File: config.mk
export PLATFORM = sky130hd
export DESIGN_NAME = sliding_window_mean_median
export DESIGN_NICKNAME = d
export VERILOG_FILES = /design/src/rtl/swmm_pkg.sv /design/src/rtl/swmm_ram.sv /design/src/rtl/swmm_div.sv /design/src/rtl/sliding_window_mean_median.sv
export SDC_FILE = /design/constraint.sdc
export NUM_CORES = 1
export LEC_CHECK = 0
export ABC_AREA = 1
export BUFFER_PORTS_ARGS = -buffer_cell sky130_fd_sc_hd__buf_2
export CORE_MARGIN = 4
export CORE_UTILIZATION = 55
export CTS_CLUSTER_DIAMETER = 150
export CTS_CLUSTER_SIZE = 20
export DETAILED_ROUTE_END_ITERATION = 10
export GPL_ROUTABILITY_DRIVEN = 0
export PLACE_DENSITY_LB_ADDON = 0.05
export SYNTH_ARGS = -nofsm -noshare
export SYNTH_HDL_FRONTEND = slang
export SYNTH_SLANG_ARGS = --single-unit
File: constraint.sdc
create_clock -name clock -period 5.9 [get_ports clock]
set_clock_uncertainty 0.1 [all_clocks]
set_input_delay 1.475 -clock clock [delete_from_list [all_inputs] [get_ports clock]]
set_output_delay 1.475 -clock clock [all_outputs]
set_load 0.1 [all_outputs]
File: src/rtl/swmm_pkg.sv
`timescale 1ns / 1ps
`default_nettype none

package swmm_pkg;

   localparam int HISTORY_DEPTH_DEF = 30;
   localparam int SAMPLE_BITS_DEF   = 16;

   localparam int RESULT_BITS    = 20;
   localparam int COUNT_BITS     = 5;
   localparam int FRAC_BITS      = 4;
   localparam int CSR_INDEX_BITS = 2;
   localparam int CSR_DATA_BITS  = 5;

   localparam logic [RESULT_BITS-1:0]   RESULT_MAX   = 20'hFFFFF;
   localparam logic [CSR_DATA_BITS-1:0] WINDOW_RESET = 5'd20;

   localparam logic [CSR_INDEX_BITS-1:0] CSR_MODE   = 2'd0;
   localparam logic [CSR_INDEX_BITS-1:0] CSR_WINDOW = 2'd1;

   localparam logic MODE_MEAN   = 1'b0;
   localparam logic MODE_MEDIAN = 1'b1;

   typedef enum logic [1:0] {
      ST_IDLE,
      ST_SWEEP,
      ST_DIVIDE,
      ST_FINISH
   } swmm_state_type;

endpackage

`default_nettype wire

File: src/rtl/swmm_ram.sv
`timescale 1ns / 1ps
`default_nettype none

module swmm_ram #(
   parameter int WIDTH = 16,
   parameter int DEPTH = 30
) (
   input  logic                     clock,
   input  logic                     wr_en,
   input  logic [$clog2(DEPTH)-1:0] wr_addr,
   input  logic [WIDTH-1:0]         wr_data,
   input  logic                     rd_en,
   input  logic [$clog2(DEPTH)-1:0] rd_addr,
   output logic [WIDTH-1:0]         rd_data
);

   logic [WIDTH-1:0] mem_ff [DEPTH];
   logic [WIDTH-1:0] rd_data_ff;

   always_ff @(posedge clock) begin
      if (wr_en) begin
         mem_ff[wr_addr] <= wr_data;
      end
      if (rd_en) begin
         rd_data_ff <= mem_ff[rd_addr];
      end
   end

   assign rd_data = rd_data_ff;

endmodule

`default_nettype wire

File: src/rtl/swmm_div.sv
`timescale 1ns / 1ps
`default_nettype none

module swmm_div #(
   parameter int DIVIDEND_BITS = 25
) (
   input  logic                                clock,
   input  logic                                reset,
   input  logic                                start,
   input  logic [DIVIDEND_BITS-1:0]            dividend,
   input  logic [swmm_pkg::COUNT_BITS-1:0]     divisor,
   output logic                                done,
   output logic [DIVIDEND_BITS-1:0]            quotient
);
   import swmm_pkg::*;

   localparam int CNT_BITS = $clog2(DIVIDEND_BITS + 1);

   logic                     busy_ff, busy_in;
   logic                     done_ff, done_in;
   logic [CNT_BITS-1:0]      cnt_ff, cnt_in;
   logic [COUNT_BITS-1:0]    rem_ff, rem_in;
   logic [DIVIDEND_BITS-1:0] quo_ff, quo_in;
   logic [COUNT_BITS:0]      trial;
   logic                     fits;

   always_comb begin
      busy_in = busy_ff;
      done_in = 1'b0;
      cnt_in  = cnt_ff;
      rem_in  = rem_ff;
      quo_in  = quo_ff;
      trial   = {rem_ff, quo_ff[DIVIDEND_BITS-1]};
      fits    = trial >= {1'b0, divisor};
      if (start) begin
         busy_in = 1'b1;
         cnt_in  = CNT_BITS'(DIVIDEND_BITS);
         rem_in  = '0;
         quo_in  = dividend;
      end else if (busy_ff) begin
         rem_in = fits ? COUNT_BITS'(trial - {1'b0, divisor}) : COUNT_BITS'(trial);
         quo_in = {quo_ff[DIVIDEND_BITS-2:0], fits};
         cnt_in = cnt_ff - 1'b1;
         if (cnt_ff == CNT_BITS'(1)) begin
            busy_in = 1'b0;
            done_in = 1'b1;
         end
      end
   end

   always_ff @(posedge clock) begin
      if (reset) begin
         busy_ff <= 1'b0;
         done_ff <= 1'b0;
      end else begin
         busy_ff <= busy_in;
         done_ff <= done_in;
      end
   end

   always_ff @(posedge clock) begin
      cnt_ff <= cnt_in;
      rem_ff <= rem_in;
      quo_ff <= quo_in;
   end

   assign done     = done_ff;
   assign quotient = quo_ff;

endmodule

`default_nettype wire

File: src/rtl/sliding_window_mean_median.sv
`timescale 1ns / 1ps
`default_nettype none

// Moving mean / median over the newest window_length samples of a history of
// HISTORY_DEPTH samples. Each transfer on req_ stores the sample, then walks the
// window through the history RAM, one read per cycle, and returns one result
// on rsp_ (value times 16, truncated) with the number of samples used. The
// block takes one sample at a time. Mean: n window reads followed by a
// one-bit-per-cycle divider. Median: one window walk per sample bit to
// settle the two middle ranks bit by bit. A finished result waits in the
// output register, so the next sample may be taken while it waits.

module sliding_window_mean_median #(
   parameter int HISTORY_DEPTH = swmm_pkg::HISTORY_DEPTH_DEF,
   parameter int SAMPLE_BITS   = swmm_pkg::SAMPLE_BITS_DEF
) (
   input  logic                                  clock,
   input  logic                                  reset,
   input  logic                                  req_valid,
   output logic                                  req_ready,
   input  logic [SAMPLE_BITS-1:0]                req_sample,
   output logic                                  rsp_valid,
   input  logic                                  rsp_ready,
   output logic [swmm_pkg::RESULT_BITS-1:0]      rsp_filtered_x16,
   output logic [swmm_pkg::COUNT_BITS-1:0]       rsp_used_count,
   input  logic                                  csr_valid,
   output logic                                  csr_ready,
   input  logic [swmm_pkg::CSR_INDEX_BITS-1:0]   csr_index,
   input  logic [swmm_pkg::CSR_DATA_BITS-1:0]    csr_data
);
   import swmm_pkg::*;

   localparam int ADDR_BITS     = $clog2(HISTORY_DEPTH);
   localparam int FILL_BITS     = $clog2(HISTORY_DEPTH + 1);
   localparam int CMP_BITS      = (FILL_BITS > COUNT_BITS) ? FILL_BITS : COUNT_BITS;
   localparam int SUM_BITS      = SAMPLE_BITS + COUNT_BITS;
   localparam int DIVIDEND_BITS = SUM_BITS + FRAC_BITS;
   localparam int PAIR_BITS     = SAMPLE_BITS + 1;
   localparam int MED_BITS      = PAIR_BITS + FRAC_BITS - 1;
   localparam int WIDE_BITS     = DIVIDEND_BITS + RESULT_BITS;
   localparam logic [ADDR_BITS-1:0] LAST_ADDR = ADDR_BITS'(HISTORY_DEPTH - 1);
   localparam logic [FILL_BITS-1:0] FULL_FILL = FILL_BITS'(HISTORY_DEPTH);

   swmm_state_type state_ff, state_in;

   logic                     mode_ff, mode_in;
   logic [CSR_DATA_BITS-1:0] window_ff, window_in;
   logic [FILL_BITS-1:0]     fill_ff, fill_in;
   logic [ADDR_BITS-1:0]     slot_ff, slot_in;
   logic [ADDR_BITS-1:0]     start_addr_ff, start_addr_in;
   logic [ADDR_BITS-1:0]     addr_ff, addr_in;
   logic [COUNT_BITS-1:0]    issued_ff, issued_in;
   logic                     rd_pend_ff, rd_pend_in;
   logic [COUNT_BITS-1:0]    n_ff, n_in;
   logic [SUM_BITS-1:0]      sum_ff, sum_in;
   logic [SAMPLE_BITS-1:0]   bitsel_ff, bitsel_in;
   logic [SAMPLE_BITS-1:0]   mask_ff, mask_in;
   logic [SAMPLE_BITS-1:0]   pre_lo_ff, pre_lo_in;
   logic [SAMPLE_BITS-1:0]   pre_hi_ff, pre_hi_in;
   logic [COUNT_BITS-1:0]    rank_lo_ff, rank_lo_in;
   logic [COUNT_BITS-1:0]    rank_hi_ff, rank_hi_in;
   logic [COUNT_BITS-1:0]    cnt_lo_ff, cnt_lo_in;
   logic [COUNT_BITS-1:0]    cnt_hi_ff, cnt_hi_in;
   logic                     rsp_valid_ff, rsp_valid_in;
   logic [RESULT_BITS-1:0]   rsp_result_ff, rsp_result_in;
   logic [COUNT_BITS-1:0]    rsp_count_ff, rsp_count_in;

   logic                     accept;
   logic                     issue;
   logic                     sweep_end;
   logic                     div_start;
   logic                     div_done;
   logic [DIVIDEND_BITS-1:0] quotient;
   logic [SAMPLE_BITS-1:0]   rd_data;
   logic [FILL_BITS-1:0]     fill_next;
   logic [COUNT_BITS-1:0]    wl_c;
   logic [CMP_BITS-1:0]      w_c;
   logic [COUNT_BITS-1:0]    n_next;
   logic                     zero_bit;
   logic                     lo_match;
   logic                     hi_match;
   logic [PAIR_BITS-1:0]     pair_sum;
   logic [MED_BITS-1:0]      med_x16;
   logic [WIDE_BITS-1:0]     wide_c;
   logic [RESULT_BITS-1:0]   result_c;

   swmm_ram #(
      .WIDTH (SAMPLE_BITS),
      .DEPTH (HISTORY_DEPTH)
   ) u_history (
      .clock   (clock),
      .wr_en   (accept),
      .wr_addr (slot_ff),
      .wr_data (req_sample),
      .rd_en   (issue),
      .rd_addr (addr_ff),
      .rd_data (rd_data)
   );

   swmm_div #(
      .DIVIDEND_BITS (DIVIDEND_BITS)
   ) u_div (
      .clock    (clock),
      .reset    (reset),
      .start    (div_start),
      .dividend ({sum_ff, FRAC_BITS'(0)}),
      .divisor  (n_ff),
      .done     (div_done),
      .quotient (quotient)
   );

   assign req_ready = (state_ff == ST_IDLE);
   assign accept    = req_valid && req_ready;
   assign csr_ready = 1'b1;
   assign issue     = (state_ff == ST_SWEEP) && (issued_ff != n_ff);
   assign sweep_end = (state_ff == ST_SWEEP) && (issued_ff == n_ff) && !rd_pend_ff;

   always_comb begin
      fill_next = (fill_ff == FULL_FILL) ? fill_ff : fill_ff + 1'b1;
      wl_c      = (window_ff == '0) ? COUNT_BITS'(1) : window_ff;
      w_c       = CMP_BITS'(wl_c);
      if (w_c > CMP_BITS'(HISTORY_DEPTH)) begin
         w_c = CMP_BITS'(HISTORY_DEPTH);
      end
      if (w_c > CMP_BITS'(fill_next)) begin
         w_c = CMP_BITS'(fill_next);
      end
      n_next = COUNT_BITS'(w_c);
   end

   always_comb begin
      zero_bit = (rd_data & bitsel_ff) == '0;
      lo_match = (((rd_data ^ pre_lo_ff) & mask_ff) == '0) && zero_bit;
      hi_match = (((rd_data ^ pre_hi_ff) & mask_ff) == '0) && zero_bit;
      pair_sum = PAIR_BITS'(pre_lo_ff) + PAIR_BITS'(pre_hi_ff);
      med_x16  = {pair_sum, 3'b000};
      if (mode_ff == MODE_MEAN) begin
         wide_c = WIDE_BITS'(quotient);
      end else begin
         wide_c = WIDE_BITS'(med_x16);
      end
      if (wide_c > WIDE_BITS'(RESULT_MAX)) begin
         result_c = RESULT_MAX;
      end else begin
         result_c = wide_c[RESULT_BITS-1:0];
      end
   end

   always_comb begin
      state_in      = state_ff;
      mode_in       = mode_ff;
      window_in     = window_ff;
      fill_in       = fill_ff;
      slot_in       = slot_ff;
      start_addr_in = start_addr_ff;
      addr_in       = addr_ff;
      issued_in     = issued_ff;
      rd_pend_in    = issue;
      n_in          = n_ff;
      sum_in        = sum_ff;
      bitsel_in     = bitsel_ff;
      mask_in       = mask_ff;
      pre_lo_in     = pre_lo_ff;
      pre_hi_in     = pre_hi_ff;
      rank_lo_in    = rank_lo_ff;
      rank_hi_in    = rank_hi_ff;
      cnt_lo_in     = cnt_lo_ff;
      cnt_hi_in     = cnt_hi_ff;
      rsp_valid_in  = rsp_valid_ff;
      rsp_result_in = rsp_result_ff;
      rsp_count_in  = rsp_count_ff;
      div_start     = 1'b0;

      if (csr_valid && csr_ready) begin
         unique case (csr_index)
            CSR_MODE:   mode_in   = csr_data[0];
            CSR_WINDOW: window_in = csr_data;
            default: ;
         endcase
      end

      if (rsp_valid_ff && rsp_ready) begin
         rsp_valid_in = 1'b0;
      end

      // advance the window walk, newest sample first
      if (issue) begin
         addr_in   = (addr_ff == '0) ? LAST_ADDR : addr_ff - 1'b1;
         issued_in = issued_ff + 1'b1;
      end
      if (rd_pend_ff) begin
         sum_in = sum_ff + SUM_BITS'(rd_data);
         if (lo_match) begin
            cnt_lo_in = cnt_lo_ff + 1'b1;
         end
         if (hi_match) begin
            cnt_hi_in = cnt_hi_ff + 1'b1;
         end
      end

      unique case (state_ff)
         ST_IDLE: begin
            if (accept) begin
               slot_in       = (slot_ff == LAST_ADDR) ? '0 : slot_ff + 1'b1;
               fill_in       = fill_next;
               n_in          = n_next;
               start_addr_in = slot_ff;
               addr_in       = slot_ff;
               issued_in     = '0;
               sum_in        = '0;
               cnt_lo_in     = '0;
               cnt_hi_in     = '0;
               bitsel_in     = SAMPLE_BITS'(1) << (SAMPLE_BITS - 1);
               mask_in       = '0;
               pre_lo_in     = '0;
               pre_hi_in     = '0;
               rank_lo_in    = (n_next - 1'b1) >> 1;
               rank_hi_in    = n_next >> 1;
               state_in      = ST_SWEEP;
            end
         end
         ST_SWEEP: begin
            if (sweep_end) begin
               if (mode_ff == MODE_MEAN) begin
                  div_start = 1'b1;
                  state_in  = ST_DIVIDE;
               end else begin
                  // settle one bit of each middle rank, then walk again
                  if (rank_lo_ff >= cnt_lo_ff) begin
                     pre_lo_in  = pre_lo_ff | bitsel_ff;
                     rank_lo_in = rank_lo_ff - cnt_lo_ff;
                  end
                  if (rank_hi_ff >= cnt_hi_ff) begin
                     pre_hi_in  = pre_hi_ff | bitsel_ff;
                     rank_hi_in = rank_hi_ff - cnt_hi_ff;
                  end
                  mask_in   = mask_ff | bitsel_ff;
                  bitsel_in = bitsel_ff >> 1;
                  cnt_lo_in = '0;
                  cnt_hi_in = '0;
                  addr_in   = start_addr_ff;
                  issued_in = '0;
                  if (bitsel_ff[0]) begin
                     state_in = ST_FINISH;
                  end
               end
            end
         end
         ST_DIVIDE: begin
            if (div_done) begin
               state_in = ST_FINISH;
            end
         end
         ST_FINISH: begin
            if (!rsp_valid_ff || rsp_ready) begin
               rsp_valid_in  = 1'b1;
               rsp_result_in = result_c;
               rsp_count_in  = n_ff;
               state_in      = ST_IDLE;
            end
         end
         default: state_in = ST_IDLE;
      endcase
   end

   always_ff @(posedge clock) begin
      if (reset) begin
         state_ff     <= ST_IDLE;
         mode_ff      <= MODE_MEAN;
         window_ff    <= WINDOW_RESET;
         fill_ff      <= '0;
         slot_ff      <= '0;
         rd_pend_ff   <= 1'b0;
         rsp_valid_ff <= 1'b0;
      end else begin
         state_ff     <= state_in;
         mode_ff      <= mode_in;
         window_ff    <= window_in;
         fill_ff      <= fill_in;
         slot_ff      <= slot_in;
         rd_pend_ff   <= rd_pend_in;
         rsp_valid_ff <= rsp_valid_in;
      end
   end

   always_ff @(posedge clock) begin
      start_addr_ff <= start_addr_in;
      addr_ff       <= addr_in;
      issued_ff     <= issued_in;
      n_ff          <= n_in;
      sum_ff        <= sum_in;
      bitsel_ff     <= bitsel_in;
      mask_ff       <= mask_in;
      pre_lo_ff     <= pre_lo_in;
      pre_hi_ff     <= pre_hi_in;
      rank_lo_ff    <= rank_lo_in;
      rank_hi_ff    <= rank_hi_in;
      cnt_lo_ff     <= cnt_lo_in;
      cnt_hi_ff     <= cnt_hi_in;
      rsp_result_ff <= rsp_result_in;
      rsp_count_ff  <= rsp_count_in;
   end

   assign rsp_valid        = rsp_valid_ff;
   assign rsp_filtered_x16 = rsp_result_ff;
   assign rsp_used_count   = rsp_count_ff;

endmodule

`default_nettype wire

# [Word-level counts from Yosys, hierarchy flattened]
# Memories as Yosys holds them, arrays and structs flattened. A register that Yosys moved wholly into a read port is not among the register bits.
# Cells that the tools add are included.
[word_totals] in_bits=28 memories=1 ram_bits=480 wordCells=182 ff_bits=207
[op_classes] mux=80 eq_ne=17 n_lt_le_gt_ge=6 reduce_logical=28 addsub=13 bitwise_logic=9
[memory_table] name="u_history.mem_ff" words=30 width=16 rd=1 rd_ports_with_merged_regs=1 write_ports=1 line="swmm_ram.sv:17" text="logic [WIDTH-1:0] mem_ff [DEPTH];"
[op_table] op="2-to-1 mux 16 bit" count=12
[op_table] op="2-to-1 mux 5 bit" count=33
[op_table] op="one-hot mux 16 bit (2 select lines)" count=4
[op_table] op="2-to-1 mux 25 bit" count=3
[op_table] op="2-to-1 mux 21 bit" count=3
[op_table] op="one-hot mux 5 bit (2 select lines)" count=6
[op_table] op="AND 16 bit" count=3
[op_table] op="zero test 16 bit" count=3
[op_table] op="bitwise OR 16 bit" count=3
[op_table] op="> comparator 45 x 20 -> 1 bit (second input constant)" count=1
[op_table] op="XOR 16 bit" count=2
[op_table] op="adder 5 x 1 -> 5 bit (second input constant)" count=5
[op_table] op="adder 21 x 16 -> 21 bit" count=1
[op_table] op="adder 16 x 16 -> 17 bit" count=1
[op_table] op="AND reduction 5 bit" count=3
[op_table] op="subtractor 5 x 1 -> 5 bit (second input constant)" count=3
[op_table] op="subtractor 5 bit" count=3
[op_table] op="2-to-1 mux 1 bit" count=12
[op_table] op="2-to-1 mux 2 bit" count=6
[op_table] op="equality test 5 bit (second input constant)" count=2
[op_table] op="greater-or-equal comparator 5 bit" count=2
[op_table] op="zero test 5 bit" count=2
[op_table] op="!= test 2 x 1 -> 1 bit (second input constant)" count=4
[op_table] op="one-hot mux 2 bit (4 select lines)" count=1
[op_table] op="19 further kinds" count=35

# [Logic depth before layout (Yosys ltp)]
[logic_depth] ltp_word=9 depth_mapped=22

# [Hierarchy]
# From an unflattened synthesis, not the netlist that was laid out.
[hier_totals] cells_unflattened=3194 area_unflattened_um2=32087.0
[modules_own_cells] mod="swmm_ram" n_inst=1 seq_area_each_um2=14894.3 area_each_um2=20106.8 cells_each=1693
[modules_own_cells] mod="sliding_window_mean_median" n_inst=1 seq_area_each_um2=4494.3 area_each_um2=10141.0 cells_each=1287
[modules_own_cells] mod="swmm_div" n_inst=1 seq_area_each_um2=991.0 area_each_um2=1839.3 cells_each=214

# [Least setup slack after synthesis]
# OpenSTA, ideal clock, no wires.
[synth_timing] path_type="input-to-reg" startpoint="in req_valid" endpoint="mem u_history.mem_ff[15][0] (enable)" setup_time_ps=412 path_buffers=0 slack_ps=2309 arrival_time_ps=3080 required_ps=5388 path_stages=4 path_cell_list="nand2_1 clkinv_1 nand2_1 nor3_1"
[synth_via] elab_chain_cells=3
[synth_lines] item="from (decl)" line="sliding_window_mean_median.sv:19" text="input logic req_valid,"
[synth_lines] item="logical AND 1 bit" line="sliding_window_mean_median.sv:113" text="assign accept = req_valid && req_ready;"
[synth_lines] item="2-to-1 mux 1 bit" line="swmm_ram.sv:21" text="if (wr_en) begin"
[synth_lines] item="2-to-1 mux 1 bit (not written as such)" line="swmm_ram.sv:22" text="mem_ff[wr_addr] <= wr_data;"
[synth_lines] item="to (decl)" line="swmm_ram.sv:17"
# Every way passes these cells.

# [Worst setup path in the final report]
[layout_timing] startpoint="in req_valid" endpoint="mem u_history.mem_ff[29][12] (enable)"
# The elaborated chain is that of the path after synthesis.

==> metrics.txt <==
outcome complete, no violations; vias in the first global route 20.6k; net switching power ~6.6 mW; Worst Reg2Reg Path Length in Cells 6; count of antenna diodes in the layout 0; starting density of the core 55.5%; number of pins with negative max-slew slack in the final report 0; # IOs 56; Slew @ Worst Pin 1.38 ns; Cells on Worst Hold Path 2; Internal Power 9.39 mW; Max-slew headroom 7.88%; number of flops mapped to enable cells by yosys roughly 630; number of post-CTS setup repair buffers 0; minimum clock period after layout roughly 3.5 ns; Main synth FF type sky130_fd_sc_hd__edfxtp_1; number of antenna violations at the first check in global routing 0; xor and xnor fraction of the mapped netlist area less than 1%; Mapped Nets roughly 3.0k; number of nets still failing antenna checks after routing 0; synthesized area divided by synthesized cell count approximately 11 um2; residual overflow from global routing 0; share of synthesized area occupied by flip-flops and latches 65.1%; vertical extent of the die ~250 um; max_cap viols 0; post-synth cell types 55; Port Buf Inserts 54; Gate power share 37.7%; TritonCTS clock tree yes; clock buffer depth 3; cell-by-cell listing of the critical path buf_2 > nand2_1 > buf_4 > clkinv_1 > nand2_1 > nor2_1; Die X 246 um; Buf+Inv Stages, Crit Path 3; Critical-path top delay cell sky130_fd_sc_hd__nor2_1; total vias in the final route 21.7k; post-synthesis share of cell area spent on and, or, nand and nor gates 14.1%; critical path's largest stage delay 1.20 ns; metal1 wirelength 33.5 mm; adder and majority gate portion of the synthesized area 3.08%; largest family of logic cells by synthesized area simple AND/OR/NAND/NOR gates; first-pass GRT wire length 124 mm; synthesized instance count 2,892; unrepaired setup endpoints after global routing no; share of the clock period used by the worst path after layout 60.0%; Total Die Area 60,700 um2; fraction of final layout cells with drive strength greater than 1 6.22%; Std-Cell Core Area 56,300 um2; highest metal layer with signal wires met4; endpoint kind of the worst setup timing path flip-flop; family of cells with the greatest summed delay on the critical path simple AND/OR/NAND/NOR gates; Flop pwr share 43.7%; Max FO, Critical Path 22; # rows 87; CTS sink cnt 703; Hold Path Class flip-flop to flip-flop; total standard cell area after synthesis 31,200 um2; accumulated negative setup slack 0 ns; commonest non-fill, non-tap cells in the layout sky130_fd_sc_hd__edfxtp_1 (626), sky130_fd_sc_hd__nand2_1 (531), sky130_fd_sc_hd__nor2_1 (336), sky130_fd_sc_hd__o21ai_0 (266), sky130_fd_sc_hd__inv_1 (225); Met2 Wirelength ~40 mm; Final Instance Area 33,200 um2; number of warning messages in the yosys log 0; area of placed instances 32,000 um2; net switching share of the total power between 40% and 50%; synthesis-to-finish area growth 6.36%; CTS-repair resized insts 0; #FFs+latches synth 703; total routing resource utilization after global routing roughly 27%; Clock transition at path regs 0.08 ns; hold path endpoint u_div.quotient[3]; number of buffers created by CTS 41; IR drop worst, VDD 0.301 mV; worst r2r dst u_history.rd_data[0]; detail-routed via count per cell a little under 6; met3 routed WL 5.64 mm; wire length reported by the detailed router 83.2 mm; # DRC 0; Final Core Density 59.0%; final count of negative-setup-slack endpoints 0; first drt pass iteration count 6; total half-perimeter wirelength after legalization and detailed placement 53.7 mm; RR Startpoint addr_ff[0]; launch point of the critical path req_valid; drt wl/cell 22.7 um; largest net degree at the start of global routing 102; clk_lat worst skew roughly 0.6 ns; most frequent standard cell in the layout excluding fill and tap cells sky130_fd_sc_hd__edfxtp_1; share of synthesized area spent on multiplexers 0.0641%; Synth async-reset ratio 0%; Post-Route Hold Slack around 0.4 ns; Worst path most repeated cell sky130_fd_sc_hd__nand2_1; type of the setup path with the least slack input pin to flip-flop; Hold Vio Cnt, Final 0; CP Launch Type input pin; endpoint arrival time on the critical path 3.65 ns; synthesized-area fraction occupied by ao, oa, aoi and oai cells 11.9%; buffer cell driving the clock tree root sky130_fd_sc_hd__clkbuf_16; count of H-tree levels built during CTS 2; number of DRC markers after the initial detailed-route iteration 2,381; Worst Hold Launch u_div.quotient[2]; Post-CTS Hold Buffers 0; Fmax achieved 282 MHz; share of power burned in the clock network 18.6%; power per standard cell area 480 nW/um2; required arrival time at the worst endpoint 6.01 ns; final net count 2,987; leakage component of the power 12.2 nW; register-to-register setup slack 2.42 ns
[area by class of cell]
| type | instances | area [um2] |
|---|---|---|
| multi-input cells | 1816 | 9350 |
| flip-flops and latches | 703 | 20300 |
| well taps | 756 | 946 |
| repair buffers | 84 | 495 |
| clock inverters | 3 | 56.3 |
| clock buffers | 64 | 1130 |
| fillers | 4714 | 23000 |
| inverters | 239 | 902 |
[metrics by stage]
| stage | worst slack, ns | power, mW | instances |
|---|---|---|---|
| after detailed placement | 1.74 | 13.0 | 3598 |
| after global routing | 2.25 | 16.9 | 3665 |
| final | 2.36 | 15.9 | 3665 |
| after floorplan | 2.31 | 11.1 | 2892 |
| after CTS | 2.39 | 15.9 | 3665 |
| after global placement | 1.82 | 12.9 | 3598 |
[cells by family (layout without fill, tap and decap cells)]
| kind of cell | after synthesis | count (layout) |
|---|---|---|
| AO/OA/AOI/OAI | 637 | 637 |
| adder cells (fa/ha/maj) | 74 | 74 |
| other | 1 | 1 |
| multiplexers | 2 | 2 |
| XOR/XNOR | 25 | 25 |
| buffers and inverters | 373 | 390 |
| flip-flops | 703 | 703 |
| AND/OR/NAND/NOR | 1077 | 1077 |
[Yosys cell counts, drive strengths merged (4+ instances only)]
master / n / area [um2]
a31oi: 28 / 175
nand4: 14 / 93.8
xor2: 18 / 158
ha: 69 / 863
o21ai: 307 / 1550
nand3: 138 / 713
nor2: 344 / 1310
nor3: 25 / 125
buf: 83 / 492
clkinv: 4 / 15.0
nand3b: 4 / 30.0
clkbuf: 51 / 191
a21oi: 130 / 662
fa: 5 / 100
edfxtp: 626 / 18800
o221ai: 50 / 438
nand2: 537 / 2040
or2: 9 / 56.3
dfxtp: 77 / 1540
inv: 235 / 882
o211ai: 38 / 285
o22ai: 57 / 375
o21bai: 4 / 30.0
xnor2: 7 / 61.3
[worst min-delay path: stages, from the launching register on]
cell and delay (ns):
sky130_fd_sc_hd__dfxtp_1 0.35, sky130_fd_sc_hd__a21oi_1 0.07, sky130_fd_sc_hd__inv_1 0.04
[registers in the layout (all words and copies together), names as in the netlist, 16 cells and up]
signal / cells
u_history.mem_ff: 480
u_div.quotient: 25
sum_ff: 21
rsp_filtered_x16: 20
bitsel_ff: 16
mask_ff: 16
pre_hi_ff: 16
pre_lo_ff: 16
u_history.rd_data: 16
[how the worst max path moves through the flow]
stage	endpoint	cells after the start
2_1_floorplan	u_history.mem_ff[15][0]	4
3_3_place_gp	u_history.mem_ff[29][4]	6
3_5_place_dp	u_history.mem_ff[29][4]	6
4_1_cts	u_history.mem_ff[29][12]	6
5_1_grt	u_history.rd_data[0]	6
6_report	u_history.mem_ff[29][12]	6
[power groups by stage]
stage               sequential (mW)  combinational [mW]  clock (mW)
global placement               7.04                5.84           0
floorplan                      6.78                4.30           0
CTS                            6.95                5.96        3.01
finish                         6.96                6.01        2.97
global route                   7.03                6.70        3.22
detailed placement             7.06                5.93           0
[layer usage]
layer | GRT usage (%) | up-vias
li1 | - | 10200
met1 | 36.5 | 10500
met2 | 46.8 | 903
met3 | 2.98 | 145
met4 | 8.88 | 0
met5 | 0 | -
(Power assumes the default switching activity.)
